## src/design/b64e_pkg.sv

```systemverilog
package b64e_pkg;

   localparam int QUEUE_DEPTH = 2;

   localparam int CHARS_PER_JOB = 4;

   localparam logic [7:0] PAD_CHAR   = 8'h3D;
   localparam logic [7:0] PLUS_CHAR  = 8'h2B;
   localparam logic [7:0] SLASH_CHAR = 8'h2F;
   localparam logic [7:0] UPPER_BASE = 8'h41;
   localparam logic [7:0] LOWER_BASE = 8'h61;
   localparam logic [7:0] DIGIT_BASE = 8'h30;

   localparam logic [5:0] UPPER_END = 6'd26;
   localparam logic [5:0] LOWER_END = 6'd52;
   localparam logic [5:0] DIGIT_END = 6'd62;

   // position of the next byte within its three-byte group
   typedef enum logic [1:0] {
      PHASE_FIRST,
      PHASE_SECOND,
      PHASE_THIRD
   } phase_type;

   // characters produced by one request, emitted from index 0 up to last_idx
   typedef struct packed {
      logic [CHARS_PER_JOB-1:0][7:0] chars;
      logic [1:0]                    last_idx;
      logic                          eom;
   } job_type;

   function automatic logic [7:0] sextet_char(input logic [5:0] v);
      logic [7:0] v8;
      logic [7:0] c;
      v8 = {2'b00, v};
      if (v < UPPER_END) begin
         c = UPPER_BASE + v8;
      end else if (v < LOWER_END) begin
         c = LOWER_BASE + (v8 - {2'b00, UPPER_END});
      end else if (v < DIGIT_END) begin
         c = DIGIT_BASE + (v8 - {2'b00, LOWER_END});
      end else if (v == DIGIT_END) begin
         c = PLUS_CHAR;
      end else begin
         c = SLASH_CHAR;
      end
      return c;
   endfunction

endpackage

```

## src/design/b64e_req_if.sv

```systemverilog
interface b64e_req_if;
   logic       valid;
   logic       ready;
   logic [7:0] in_byte;
   logic       final_byte;

   modport source (output valid, output in_byte, output final_byte, input ready);
   modport sink   (input valid, input in_byte, input final_byte, output ready);
endinterface

```

## src/design/b64e_rsp_if.sv

```systemverilog
interface b64e_rsp_if;
   logic       valid;
   logic       ready;
   logic [7:0] out_char;
   logic       end_of_message;

   modport source (output valid, output out_char, output end_of_message, input ready);
   modport sink   (input valid, input out_char, input end_of_message, output ready);
endinterface

```

## src/design/base64_stream_encoder.sv

```systemverilog
// an accepted request is written into a queue entry, then loaded into the back end's
//   list before its first character shows; one character per cycle goes out, set by
//   the back end's character counter, while the response side is ready and lists are
//   queued; a request yields 1, 2, 3 or 4 characters, and three message bytes give four
// reset: synchronous, active high; clears group phase, leftover bits, queue
//   pointers and the back end's valid flag
module base64_stream_encoder
   import b64e_pkg::*;
#(
   parameter int QueueDepth = QUEUE_DEPTH
) (
   input  logic       clock,
   input  logic       reset,
   b64e_req_if.sink   req_ch,
   b64e_rsp_if.source rsp_ch
);

   // front to queue
   logic    push;
   job_type push_job;
   logic    q_full;

   // queue to back
   logic    pop;
   logic    q_empty;
   job_type q_head;

   // front end: tracks the position within the group and the spare bits,
   // turns each request into its list of characters
   b64e_front u_front (
      .clock    (clock),
      .reset    (reset),
      .req      (req_ch),
      .q_full   (q_full),
      .push     (push),
      .push_job (push_job)
   );

   // short queue of character lists, lets each side stall on its own
   b64e_queue #(
      .Depth (QueueDepth)
   ) u_queue (
      .clock    (clock),
      .reset    (reset),
      .push     (push),
      .push_job (push_job),
      .pop      (pop),
      .full     (q_full),
      .empty    (q_empty),
      .head     (q_head)
   );

   // back end: holds one list and hands out a character per cycle while the
   // response side is ready, refilling from the queue as the last one goes
   b64e_back u_back (
      .clock   (clock),
      .reset   (reset),
      .q_empty (q_empty),
      .q_head  (q_head),
      .pop     (pop),
      .rsp     (rsp_ch)
   );

endmodule

```

## src/design/b64e_front.sv

```systemverilog
module b64e_front
   import b64e_pkg::*;
(
   input  logic       clock,
   input  logic       reset,
   b64e_req_if.sink   req,
   input  logic       q_full,
   output logic       push,
   output job_type    push_job
);

   phase_type  phase_ff, phase_in;
   logic [3:0] leftover_ff, leftover_in;
   logic [7:0] b;
   logic       fin;

   assign b        = req.in_byte;
   assign fin      = req.final_byte;
   // no request is taken while reset is held
   assign req.ready = !q_full && !reset;
   assign push     = req.valid && req.ready;

   // next state
   always_comb begin
      phase_in    = phase_ff;
      leftover_in = leftover_ff;
      if (push) begin
         unique case (phase_ff)
            PHASE_SECOND: begin
               if (fin) begin
                  phase_in    = PHASE_FIRST;
                  leftover_in = 4'd0;
               end else begin
                  phase_in    = PHASE_THIRD;
                  leftover_in = b[3:0];
               end
            end
            PHASE_THIRD: begin
               phase_in    = PHASE_FIRST;
               leftover_in = 4'd0;
            end
            default: begin
               if (fin) begin
                  phase_in    = PHASE_FIRST;
                  leftover_in = 4'd0;
               end else begin
                  phase_in    = PHASE_SECOND;
                  leftover_in = {2'b00, b[1:0]};
               end
            end
         endcase
      end
   end

   // characters for this byte
   always_comb begin
      push_job = '0;
      unique case (phase_ff)
         PHASE_SECOND: begin
            push_job.chars[0] = sextet_char({leftover_ff[1:0], b[7:4]});
            if (fin) begin
               push_job.chars[1] = sextet_char({b[3:0], 2'b00});
               push_job.chars[2] = PAD_CHAR;
               push_job.last_idx = 2'd2;
               push_job.eom      = 1'b1;
            end
         end
         PHASE_THIRD: begin
            push_job.chars[0] = sextet_char({leftover_ff, b[7:6]});
            push_job.chars[1] = sextet_char(b[5:0]);
            push_job.last_idx = 2'd1;
            push_job.eom      = fin;
         end
         default: begin
            push_job.chars[0] = sextet_char(b[7:2]);
            if (fin) begin
               push_job.chars[1] = sextet_char({b[1:0], 4'b0000});
               push_job.chars[2] = PAD_CHAR;
               push_job.chars[3] = PAD_CHAR;
               push_job.last_idx = 2'd3;
               push_job.eom      = 1'b1;
            end
         end
      endcase
   end

   always_ff @(posedge clock) begin
      if (reset) begin
         phase_ff    <= PHASE_FIRST;
         leftover_ff <= 4'd0;
      end else begin
         phase_ff    <= phase_in;
         leftover_ff <= leftover_in;
      end
   end

   a_final_restarts: assert property (@(posedge clock) disable iff (reset)
      push && fin |=> phase_ff == PHASE_FIRST && leftover_ff == 4'd0)
      else $error("final byte did not restart the group");

   a_first_clean: assert property (@(posedge clock) disable iff (reset)
      phase_ff == PHASE_FIRST |-> leftover_ff == 4'd0)
      else $error("leftover bits held at start of group");

   a_second_narrow: assert property (@(posedge clock) disable iff (reset)
      phase_ff == PHASE_SECOND |-> leftover_ff[3:2] == 2'b00)
      else $error("more than two leftover bits after first byte");

endmodule

```

## src/design/b64e_queue.sv

```systemverilog
module b64e_queue
   import b64e_pkg::*;
#(
   parameter int Depth = QUEUE_DEPTH
) (
   input  logic    clock,
   input  logic    reset,
   input  logic    push,
   input  job_type push_job,
   input  logic    pop,
   output logic    full,
   output logic    empty,
   output job_type head
);

   localparam int PTR_W = (Depth > 1) ? $clog2(Depth) : 1;
   localparam int CNT_W = $clog2(Depth + 1);

   job_type             entry_ff [Depth];
   logic [PTR_W-1:0]    wr_ptr_ff, rd_ptr_ff;
   logic [CNT_W-1:0]    count_ff;

   assign full  = count_ff == CNT_W'(Depth);
   assign empty = count_ff == '0;
   assign head  = entry_ff[rd_ptr_ff];

   function automatic logic [PTR_W-1:0] ptr_next(input logic [PTR_W-1:0] p);
      logic [PTR_W-1:0] n;
      if (p == PTR_W'(Depth - 1)) begin
         n = '0;
      end else begin
         n = p + PTR_W'(1);
      end
      return n;
   endfunction

   always_ff @(posedge clock) begin
      if (push) begin
         entry_ff[wr_ptr_ff] <= push_job;
      end
   end

   always_ff @(posedge clock) begin
      if (reset) begin
         wr_ptr_ff <= '0;
         rd_ptr_ff <= '0;
         count_ff  <= '0;
      end else begin
         if (push) begin
            wr_ptr_ff <= ptr_next(wr_ptr_ff);
         end
         if (pop) begin
            rd_ptr_ff <= ptr_next(rd_ptr_ff);
         end
         if (push && !pop) begin
            count_ff <= count_ff + CNT_W'(1);
         end else if (pop && !push) begin
            count_ff <= count_ff - CNT_W'(1);
         end
      end
   end

   a_no_overflow: assert property (@(posedge clock) disable iff (reset)
      push |-> !full)
      else $error("push into full queue");

   a_no_underflow: assert property (@(posedge clock) disable iff (reset)
      pop |-> !empty)
      else $error("pop from empty queue");

   a_count_bound: assert property (@(posedge clock) disable iff (reset)
      count_ff <= CNT_W'(Depth))
      else $error("queue count beyond depth");

endmodule

```

## src/design/b64e_back.sv

```systemverilog
module b64e_back
   import b64e_pkg::*;
(
   input  logic       clock,
   input  logic       reset,
   input  logic       q_empty,
   input  job_type    q_head,
   output logic       pop,
   b64e_rsp_if.source rsp
);

   job_type    cur_ff, cur_in;
   logic       cur_valid_ff, cur_valid_in;
   logic [1:0] idx_ff, idx_in;
   logic       taken;
   logic       done;

   assign rsp.valid          = cur_valid_ff;
   assign rsp.out_char       = cur_ff.chars[idx_ff];
   assign rsp.end_of_message = cur_ff.eom && (idx_ff == cur_ff.last_idx);

   assign taken = cur_valid_ff && rsp.ready;
   assign done  = taken && (idx_ff == cur_ff.last_idx);
   assign pop   = !q_empty && (!cur_valid_ff || done);

   always_comb begin
      cur_in       = cur_ff;
      cur_valid_in = cur_valid_ff;
      idx_in       = idx_ff;
      if (pop) begin
         cur_in       = q_head;
         cur_valid_in = 1'b1;
         idx_in       = 2'd0;
      end else if (done) begin
         cur_valid_in = 1'b0;
      end else if (taken) begin
         idx_in = idx_ff + 2'd1;
      end
   end

   always_ff @(posedge clock) begin
      cur_ff <= cur_in;
   end

   always_ff @(posedge clock) begin
      if (reset) begin
         cur_valid_ff <= 1'b0;
         idx_ff       <= 2'd0;
      end else begin
         cur_valid_ff <= cur_valid_in;
         idx_ff       <= idx_in;
      end
   end

endmodule
```

## src/flat_wrapper.sv

```systemverilog
// flat-port wrapper written by rule: the top's interface ports become plain ports
module base64_stream_encoder_flat import b64e_pkg::*;
#(
   parameter int QueueDepth = QUEUE_DEPTH
)
  (clock, reset, req_ch_valid, req_ch_in_byte, req_ch_final_byte, req_ch_ready, rsp_ch_valid, rsp_ch_out_char, rsp_ch_end_of_message, rsp_ch_ready);
  b64e_req_if req_ch_i ();
  b64e_rsp_if rsp_ch_i ();
  input  logic clock;
  input  logic reset;
  input wire logic [$bits(req_ch_i.valid)-1:0] req_ch_valid;
  input wire logic [$bits(req_ch_i.in_byte)-1:0] req_ch_in_byte;
  input wire logic [$bits(req_ch_i.final_byte)-1:0] req_ch_final_byte;
  output wire logic [$bits(req_ch_i.ready)-1:0] req_ch_ready;
  output wire logic [$bits(rsp_ch_i.valid)-1:0] rsp_ch_valid;
  output wire logic [$bits(rsp_ch_i.out_char)-1:0] rsp_ch_out_char;
  output wire logic [$bits(rsp_ch_i.end_of_message)-1:0] rsp_ch_end_of_message;
  input wire logic [$bits(rsp_ch_i.ready)-1:0] rsp_ch_ready;
  assign req_ch_i.valid = req_ch_valid;
  assign req_ch_i.in_byte = req_ch_in_byte;
  assign req_ch_i.final_byte = req_ch_final_byte;
  assign req_ch_ready = req_ch_i.ready;
  assign rsp_ch_valid = rsp_ch_i.valid;
  assign rsp_ch_out_char = rsp_ch_i.out_char;
  assign rsp_ch_end_of_message = rsp_ch_i.end_of_message;
  assign rsp_ch_i.ready = rsp_ch_ready;
  base64_stream_encoder #(.QueueDepth(QueueDepth)) u_core (.clock(clock), .reset(reset), .req_ch(req_ch_i), .rsp_ch(rsp_ch_i));
endmodule
```

## config.mk

```make
export PLATFORM = sky130hd
export DESIGN_NAME = base64_stream_encoder_flat
export DESIGN_NICKNAME = d
export VERILOG_FILES = /design/src/design/b64e_pkg.sv /design/src/design/b64e_req_if.sv /design/src/design/b64e_rsp_if.sv /design/src/design/base64_stream_encoder.sv /design/src/design/b64e_front.sv /design/src/design/b64e_queue.sv /design/src/design/b64e_back.sv /design/src/flat_wrapper.sv
export SDC_FILE = /design/constraint.sdc
export NUM_CORES = 1
export LEC_CHECK = 0
export BUFFER_PORTS_ARGS = -buffer_cell sky130_fd_sc_hd__buf_2
export CAP_MARGIN = 20
export CORE_MARGIN = 1
export CORE_UTILIZATION = 50
export CTS_BUF_LIST = sky130_fd_sc_hd__clkbuf_2
export CTS_CLUSTER_SIZE = 20
export DETAILED_ROUTE_END_ITERATION = 6
export HOLD_SLACK_MARGIN = 0.12
export PLACE_DENSITY = 0.69
export SYNTH_ARGS = -nofsm -noshare
export SYNTH_HDL_FRONTEND = slang
export SYNTH_SLANG_ARGS = --single-unit
```

## constraint.sdc

```tcl
create_clock -name clock -period 2.95 [get_ports clock]
set_input_delay 0.59 -clock clock [delete_from_list [all_inputs] [get_ports clock]]
set_output_delay 0.59 -clock clock [all_outputs]
set_load 0.03 [all_outputs]
```

==> results of run 1 <==
worst max path at each step:
stage | from | end | slack, ns | cells past startpoint
6_report | u_core.u_front.leftover_ff[0] | u_core.u_queue.entry_ff[1][8] | 0.32 | 8
2_1_floorplan | u_core.u_back.cur_ff[24] | u_core.u_queue.count_ff[1] | 0.02 | 7
3_3_place_gp | req_ch_in_byte[7] | u_core.u_queue.entry_ff[1][9] | 0.11 | 12
4_1_cts | u_core.u_front.leftover_ff[0] | u_core.u_queue.entry_ff[1][8] | 0.35 | 8
5_1_grt | u_core.u_front.leftover_ff[0] | u_core.u_queue.entry_ff[0][9] | 0.21 | 8
3_5_place_dp | req_ch_in_byte[6] | u_core.u_queue.entry_ff[1][7] | 0.05 | 9
power by group:
part           switching, uW  internal (uW)  total [uW]
logic                    698            470        1170
clock network            335            202         536
registers                110           1370        1480
stage by stage:
| stage | total power [uW] | instance area (um2) |
|---|---|---|
| global placement | 2650 | 5870 |
| CTS | 3200 | 5990 |
| finish | 3190 | 5990 |
| global route | 3380 | 5990 |
| detailed placement | 2670 | 5870 |
| floorplan | 2330 | 5410 |
state kept, by name, summed over array words and instances (netlist names):
signal / cells
u_core.u_front.leftover_ff: 4
u_core.u_back.rsp.valid: 1
u_core.u_front.phase_ff: 2
u_core.u_back.idx_ff: 2
u_core.u_queue.count_ff: 2
u_core.u_queue.entry_ff: 40
u_core.u_queue.wr_ptr_ff: 1
u_core.u_back.cur_ff: 20
u_core.u_queue.rd_ptr_ff: 1
cell families (layout without fill, tap and decap cells):
| logic type | after synthesis | after routing |
|---|---|---|
| AO/OA/AOI/OAI | 140 | 140 |
| XOR/XNOR | 53 | 53 |
| adder cells (fa/ha/maj) | 45 | 45 |
| buffers and inverters | 50 | 100 |
| flip-flops | 73 | 73 |
| multiplexers | 36 | 36 |
| AND/OR/NAND/NOR | 165 | 165 |
per-layer routing:
layer / track usage [%] / vias up
li1: - / 2153
met1: 32.1 / 2064
met4: 7.74 / 0
met2: 39.1 / 101
met3: 3.13 / 22
met5: 0 / -
final cells by class:
cell class              count  area (um2)  area share, %
clock buffers              11        55.1          0.920
flip-flops and latches     73        2060           34.4
multi-input cells         439        3130           52.3
well taps                 136         170           2.84
inverters                  17        63.8           1.07
repair buffers             67         445           7.44
clock inverters             5        56.3          0.941
placed cells by master (no fill, tap or decap), types with 3 or more instances in the layout:
| cell type | netlist | routed |
|---|---|---|
| mux2_2 | 21 | 21 |
| xnor2_1 | 26 | 26 |
| a21oi_1 | 49 | 48 |
| o221ai_1 | 5 | 5 |
| a21o_1 | 4 | 4 |
| a211oi_1 | 10 | 10 |
| clkbuf_2 | 0 | 11 |
| ha_1 | 45 | 45 |
| buf_2 | 10 | 23 |
| a221oi_1 | 3 | 3 |
| o311a_1 | 4 | 4 |
| a311oi_1 | 4 | 4 |
| nor2_1 | 39 | 39 |
| dfxtp_1 | 13 | 13 |
| or3_1 | 5 | 5 |
| nand2_1 | 45 | 45 |
| buf_4 | 2 | 44 |
| a31oi_1 | 6 | 6 |
| a22oi_1 | 4 | 4 |
| nor2b_1 | 7 | 7 |
| nand3_1 | 21 | 21 |
| nand4_1 | 7 | 7 |
| mux2i_1 | 15 | 15 |
| inv_1 | 14 | 14 |
| xor2_1 | 26 | 26 |
| o21ai_0 | 28 | 28 |
| o211ai_1 | 4 | 4 |
| clkinv_1 | 3 | 3 |
| nand2b_1 | 10 | 10 |
| nor3_1 | 11 | 11 |
| edfxtp_1 | 60 | 60 |
| and3_1 | 7 | 7 |
==> impl_metrics.json, run 1 <==
{
  "synth_fa_ha_area_share_pct": 10.4,
  "wl_met1_mm": 5.98,
  "status": "completed",
  "fillers": 956,
  "dp.cells": 732,
  "grt_pass1_vias": 4142,
  "hold_buffers": 0,
  "vdd_drop_max_v": 0.000457,
  "critPathCaptureType": "flop",
  "grt-ovfl-total": 0,
  "slowest_stage": "dfxtp_1",
  "stdcell_count": 748,
  "start_kind": "flop",
  "worst-path-buf-inv": 1,
  "cpPeakStageDelay_ns": 0.52,
  "drtAntennaViolNets": 0,
  "worstHoldStart": "reset",
  "synth_edf_count": 60,
  "cts-root-buf": "clkbuf_2",
  "finalSetupViolCount": 0,
  "p_leak_uw": 0.00237,
  "h-tree-depth": 3,
  "track_usage_pct": 23.7,
  "fin_nets": 665,
  "ys_ff_latch": 73,
  "rsz0062_at_grt": "no",
  "dr.pass1.iters": 7,
  "postCtsSetupRepairBufs": 0,
  "cts-buffers-inserted": 9,
  "wl_per_cell_um": 17.2,
  "die-area_um2": 11200,
  "drv_slew": 0,
  "cap_violations": 0,
  "hp-class": "input pin to flop",
  "whs_path_depth": 2,
  "routed-via-count": 4340,
  "relSlewSlack_pct": 37.3,
  "synthTopCellsByCount": "60 x edfxtp_1, 49 x a21oi_1, 45 x ha_1, 45 x nand2_1, 39 x nor2_1",
  "fin_util_pct": 57.5,
  "cts_buffer_depth": 2,
  "r2r-end": "u_core.u_queue.entry_ff[1][8]",
  "crit_required_ns": 3.15,
  "dr_wl_met2_mm": 6.14,
  "cp_max_fo": 6,
  "core_area_um2": 10400,
  "drc": 0,
  "synth_compound_area_share_pct": 16.9,
  "timing.hold.ws_ns": 0.435,
  "fin_ws_ns": 0.325,
  "die_height_um": 106,
  "fin_skew_ns": 0.0193,
  "drtIter0Drc": 276,
  "tritoncts": "done",
  "drive_gt1_share_pct": 18.3,
  "place.gp.congestion": 0.944,
  "grt_start_max_net_pins": 24,
  "top_layer": "met4",
  "synth.most_common_cell": "edfxtp_1",
  "tightest_slew_ns": 0.940,
  "async_reset_ff_share_pct": 0,
  "clock_sinks": 73,
  "netlist_area_um2": 5410,
  "yosys_warnings": 0,
  "crit_family": "compound AO/OA/AOI/OAI gates",
  "yosys.area_share.xor_xnor_pct": 8.72,
  "path_clk_slew_ns": 0.19,
  "yosys.area_share.simple_pct": 14.7,
  "yosysSeqAreaShare_pct": 38.1,
  "r2r_cells": 8,
  "initial_core_util_pct": 51.9,
  "r2r_slack_ns": 0.32,
  "ys.flop_type": "edfxtp_1",
  "synth_top_area_share_pct": 33.3,
  "finalHoldViolCount": 0,
  "grt_pass1_wl_mm": 20.8,
  "fin_tns_setup_ns": 0,
  "cp_data_arrival_time_ns": 2.83,
  "grt_antenna_before_repair": 0,
  "finalCritPeriodShare_pct": 89.0,
  "post_cts_resized": 0,
  "clkLatencyLatePin_ns": 0.48,
  "synthMuxAreaShare_pct": 7.15,
  "synth_top_family_by_area": "compound AO/OA/AOI/OAI gates",
  "pre_cts_ws_ns": 0.0467,
  "hold_end": "u_core.u_back.rsp.valid",
  "synth_nets": 620,
  "syn_inst": 562,
  "wirelength_mm": 12.8,
  "die_w_um": 106,
  "crit_chain": "inv_1 > ha_1 > nand3b_1 > nor2b_1 > or2_1 > o311a_1 > a311oi_1 > a31oi_1",
  "fmax_mhz": 381,
  "synth_area_leaders": "edfxtp_1 33%, ha_1 10%, dfxtp_1 4.8%",
  "diodes": 0,
  "dr_wl_met3_um": 503,
  "viasPerCell": 5.80,
  "synth_cell_type_count": 61,
  "powerDensity_nw_per_um2": 532,
  "min_period_ns": 2.63,
  "r2r_start": "u_core.u_front.leftover_ff[0]",
  "avgSynthCellArea_um2": 9.62,
  "io_pins": 24,
  "area_growth_pct": 10.7,
  "dpl.hpwl_mm": 9.93,
  "synth_top_area_cell": "edfxtp_1",
  "io_buffers": 23,
  "crit_type": "flop to flop",
  "rows": 37
}
Note: power is estimated with default switching activity, not from simulation.
==> inputs of run 2 (changes only) <==
--- a/config.mk
+++ b/config.mk
@@ -8,12 +8,12 @@
 export BUFFER_PORTS_ARGS = -buffer_cell sky130_fd_sc_hd__buf_2
 export CAP_MARGIN = 20
 export CORE_MARGIN = 1
-export CORE_UTILIZATION = 50
+export CORE_UTILIZATION = 58
 export CTS_BUF_LIST = sky130_fd_sc_hd__clkbuf_2
 export CTS_CLUSTER_SIZE = 20
 export DETAILED_ROUTE_END_ITERATION = 6
 export HOLD_SLACK_MARGIN = 0.12
-export PLACE_DENSITY = 0.69
+export PLACE_DENSITY = 0.79
 export SYNTH_ARGS = -nofsm -noshare
 export SYNTH_HDL_FRONTEND = slang
 export SYNTH_SLANG_ARGS = --single-unit
==> impl_metrics.json, run 2 (synthesis results as in run 1) <==
{
  "violations": "design-rule violations",
  "drtIter0Drc": 370,
  "min_period_ns": 2.72,
  "relSlewSlack_pct": 39.8,
  "dp.cells": 711,
  "initial_core_util_pct": 60.8,
  "fmax_mhz": 367,
  "wirelength_mm": 13.5,
  "cap_violations": 0,
  "crit_type": "flop to flop",
  "grt_start_max_net_pins": 24,
  "vdd_drop_max_v": 0.000285,
  "routed-via-count": 4406,
  "finalHoldViolCount": 0,
  "critPathCaptureType": "flop",
  "cp_max_fo": 9,
  "drtAntennaViolNets": 0,
  "grt_pass1_vias": 4321,
  "cp_data_arrival_time_ns": 2.93,
  "cts-buffers-inserted": 9,
  "powerDensity_nw_per_um2": 541,
  "fin_tns_setup_ns": 0,
  "io_buffers": 23,
  "crit_family": "simple AND/OR/NAND/NOR gates",
  "hold_buffers": 0,
  "grt_pass1_wl_mm": 21.8,
  "die_height_um": 98.5,
  "path_clk_slew_ns": 0.19,
  "rsz0062_at_grt": "no",
  "h-tree-depth": 3,
  "finalSetupViolCount": 0,
  "diodes": 0,
  "final_cell_mix": "60 x edfxtp_1, 50 x buf_4, 48 x a21oi_1",
  "worst-path-buf-inv": 1,
  "finalPower_uw": 3270,
  "cts-root-buf": "clkbuf_2",
  "clock_sinks": 73,
  "drc": 2,
  "grt_antenna_before_repair": 0,
  "layout_commonest_cell": "edfxtp_1",
  "drv_slew": 0,
  "finalCritPeriodShare_pct": 92.3,
  "place.gp.congestion": 0.963,
  "track_usage_pct": 28.8,
  "crit_chain": "buf_12 > ha_1 > a21oi_1 > xnor2_1 > ha_1 > or3b_2 > a22o_1 > a21oi_1 > o21ai_0 > nand3_1 > or3_1",
  "hp-class": "input pin to flop",
  "dr.pass1.iters": 7,
  "dpl.hpwl_mm": 10.3,
  "tightest_slew_ns": 0.902,
  "core_area_um2": 8890,
  "start_kind": "flop",
  "die_w_um": 98.5,
  "fin_nets": 672,
  "drive_gt1_share_pct": 18.9,
  "viasPerCell": 6.06,
  "timing.hold.ws_ns": 0.443,
  "largest-register": "u_core.u_queue.entry_ff",
  "top_regs": "u_core.u_queue.entry_ff: 40 flops, u_core.u_back.cur_ff: 20 flops, u_core.u_front.leftover_ff: 4 flops",
  "p_leak_uw": 0.00241,
  "fin_skew_ns": 0.0286,
  "status": "finished, violations left",
  "fillers": 710,
  "clkLatencyLatePin_ns": 0.47,
  "largest_reg_flops": 40,
  "cpPeakStageDelay_ns": 0.42,
  "postCtsSetupRepairBufs": 0,
  "slowest_stage": "or3_1",
  "stdcell_count": 727,
  "tritoncts": "done",
  "io_pins": 24,
  "area_growth_pct": 11.6,
  "cts_buffer_depth": 2,
  "wl_per_cell_um": 18.6,
  "grt-ovfl-total": 0,
  "rows": 34,
  "die-area_um2": 9710,
  "crit_required_ns": 3.16,
  "post_cts_resized": 0
}
-- run 2: metrics by stage --
stage	worst slack (ns)	instance area (um2)	utilization, %
2_1_floorplan	0.0152	5410	-
3_3_place_gp	0.0628	5900	66.4
3_5_place_dp	-0.00944	5900	66.4
4_1_cts	0.229	6030	67.9
5_1_grt	0.0790	6030	67.9
6_report	0.227	6030	67.9
-- run 2: report_power, final --
part	switching, uW	internal [uW]	total [uW]
sequential	122	1370	1500
combinational	702	475	1180
clock	319	272	592
-- run 2: cell type report --
cell class / count / area, um2 / area share (%)
repair buffers: 74 / 510 / 8.46
clock buffers: 9 / 45.0 / 0.746
well taps: 108 / 135 / 2.24
inverters: 17 / 63.8 / 1.06
clock inverters: 7 / 85.1 / 1.41
flip-flops and latches: 73 / 2060 / 34.2
multi-input cells: 439 / 3130 / 51.9
-- run 2: routing by layer --
| metal | wire, um | up-vias | track usage [%] |
|---|---|---|---|
| li1 | - | 2167 | - |
| met1 | 5830 | 2051 | 37.4 |
| met2 | 6660 | 160 | 49.0 |
| met3 | 729 | 28 | 4.68 |
| met4 | 295 | 0 | 10.2 |
| met5 | 0 | - | 0 |
-- run 2: worst paths after layout --
kind	startpoint	endpoint	slack, ns	cells past startpoint
setup reg to reg	u_core.u_front.leftover_ff[0]	u_core.u_queue.entry_ff[1][9]	0.23	11
hold / removal	reset	u_core.u_front.leftover_ff[2]	0.44	2
hold reg to reg	u_core.u_queue.count_ff[1]	u_core.u_queue.count_ff[1]	0.54	2
setup / recovery	u_core.u_front.leftover_ff[0]	u_core.u_queue.entry_ff[1][9]	0.23	11
==> inputs of run 3 (changes only) <==
--- a/config.mk
+++ b/config.mk
@@ -13,7 +13,7 @@
 export CTS_CLUSTER_SIZE = 20
 export DETAILED_ROUTE_END_ITERATION = 6
 export HOLD_SLACK_MARGIN = 0.12
-export PLACE_DENSITY = 0.79
+export PLACE_DENSITY_LB_ADDON = 0.05
 export SYNTH_ARGS = -nofsm -noshare
 export SYNTH_HDL_FRONTEND = slang
 export SYNTH_SLANG_ARGS = --single-unit
==> impl_metrics.json, run 3 (synthesis results as in run 1) <==
{
  "largest_reg_flops": 40,
  "die_w_um": 98.5,
  "powerDensity_nw_per_um2": 520,
  "rsz0062_at_grt": "no",
  "clkLatencyLatePin_ns": 0.47,
  "routed-via-count": 4401,
  "vdd_drop_max_v": 0.000300,
  "seq_area_um2": 2060,
  "cp_data_arrival_time_ns": 2.80,
  "stdcell_count": 719,
  "io_buffers": 23,
  "cp_max_fo": 6,
  "drive_gt1_share_pct": 17.7,
  "dp.cells": 702,
  "grt_antenna_before_repair": 1,
  "finalHoldViolCount": 0,
  "p_leak_uw": 0.00235,
  "fin_nets": 663,
  "dpl.hpwl_mm": 10.0,
  "layout_commonest_cell": "edfxtp_1",
  "grt-ovfl-total": 0,
  "clock_sinks": 73,
  "largest-register": "u_core.u_queue.entry_ff",
  "grt_start_max_net_pins": 24,
  "relSlewSlack_pct": 37.8,
  "min_period_ns": 2.60,
  "tightest_slew_ns": 0.931,
  "finalSetupViolCount": 0,
  "wirelength_mm": 13.1,
  "crit_type": "flop to flop",
  "track_usage_pct": 28.3,
  "cap_violations": 0,
  "viasPerCell": 6.12,
  "drc": 1,
  "fmax_mhz": 385,
  "pre_cts_ws_ns": 0.00906,
  "rows": 34,
  "final_cell_mix": "60 x edfxtp_1, 48 x a21oi_1, 45 x nand2_1, 45 x ha_1, 42 x buf_4",
  "top_regs": "u_core.u_queue.entry_ff: 40 flops, u_core.u_back.cur_ff: 20 flops, u_core.u_front.leftover_ff: 4 flops",
  "violations": "design-rule violations",
  "area_growth_pct": 9.21,
  "fin_tns_setup_ns": 0,
  "core_area_um2": 8890,
  "tritoncts": "done",
  "initial_core_util_pct": 60.8,
  "drtIter0Drc": 310,
  "wl_per_cell_um": 18.2,
  "die-area_um2": 9710,
  "dr.pass1.iters": 7,
  "grt_pass1_vias": 4259,
  "cts-buffers-inserted": 9,
  "fillers": 714,
  "placed_area_um2": 5820,
  "cts_buffer_depth": 2,
  "finalCritPeriodShare_pct": 88.1,
  "drtAntennaViolNets": 0,
  "critPathCaptureType": "flop",
  "stdcell_area_um2": 5900,
  "whs_path_depth": 2,
  "grt_pass1_wl_mm": 21.5,
  "r2r_cells": 8,
  "crit_required_ns": 3.15,
  "post_cts_resized": 0,
  "die_height_um": 98.5,
  "drv_slew": 0,
  "place.gp.congestion": 1.01,
  "multiInputGateArea_um2": 3130,
  "fin_ws_ns": 0.350,
  "status": "finished, violations left",
  "hold_buffers": 0,
  "fin_skew_ns": 0.0302,
  "io_pins": 24,
  "path_clk_slew_ns": 0.19,
  "h-tree-depth": 3,
  "cts-root-buf": "clkbuf_2",
  "postCtsSetupRepairBufs": 0,
  "hp-class": "input pin to flop",
  "start_kind": "flop"
}
-- run 3: cell types whose count changed in the layout (fill, tap and decap cells not counted), sizes merged --
cell / previous run / this run
bufinv: 2 / 0
clkinvlp: 1 / 0
buf: 74 / 65
clkinv: 7 / 8
diode: 0 / 1
clkbuf: 9 / 11
-- run 3: cell type report --
type	count	share of cell area (%)
clock buffers	11	0.932
repair buffers	65	7.29
inverters	17	1.08
flip-flops and latches	73	34.9
clock inverters	5	0.381
well taps	108	2.29
diodes	1	0.0424
multi-input cells	439	53.1
-- run 3: where the power goes --
group,internal [uW],switching (uW)
registers,1370,118
clock network,109,304
logic,464,705
-- run 3: path summary, 6_finish.rpt --
check | from | to | slack [ns]
worst min register to register | u_core.u_back.rsp.valid | u_core.u_back.rsp.valid | 0.55
worst max register to register | u_core.u_front.leftover_ff[0] | u_core.u_queue.entry_ff[0][8] | 0.35
worst max-delay path | u_core.u_front.leftover_ff[0] | u_core.u_queue.entry_ff[0][8] | 0.35
worst min-delay path | reset | u_core.u_front.leftover_ff[2] | 0.44
-- run 3: routing by layer --
layer  track usage (%)  vias to the layer above  routed length [um]
li1                  -                     2150                   -
met1              39.6                     2069                5880
met2              45.9                      165                6210
met3              3.55                       17                 771
met4              9.53                        0                 187
met5                 0                        -                   0
-- run 3: per-stage QoR --
stage               util (%)  hold WS [ns]  power [uW]
detailed placement      65.5         0.523        2680
global route            66.4         0.398        3260
floorplan                  -         0.472        2330
finish                  66.4         0.438        3070
global placement        65.5         0.482        2630
CTS                     66.4         0.386        3090
-- run 3: critical path, stage by stage (launching register included) --
cell      delay, ns
dfxtp_1        0.51
inv_1          0.22
ha_1           0.26
nand3b_1       0.18
nor2b_1        0.17
or2_1          0.25
o311a_1        0.35
a311oi_1       0.28
a31oi_1        0.12
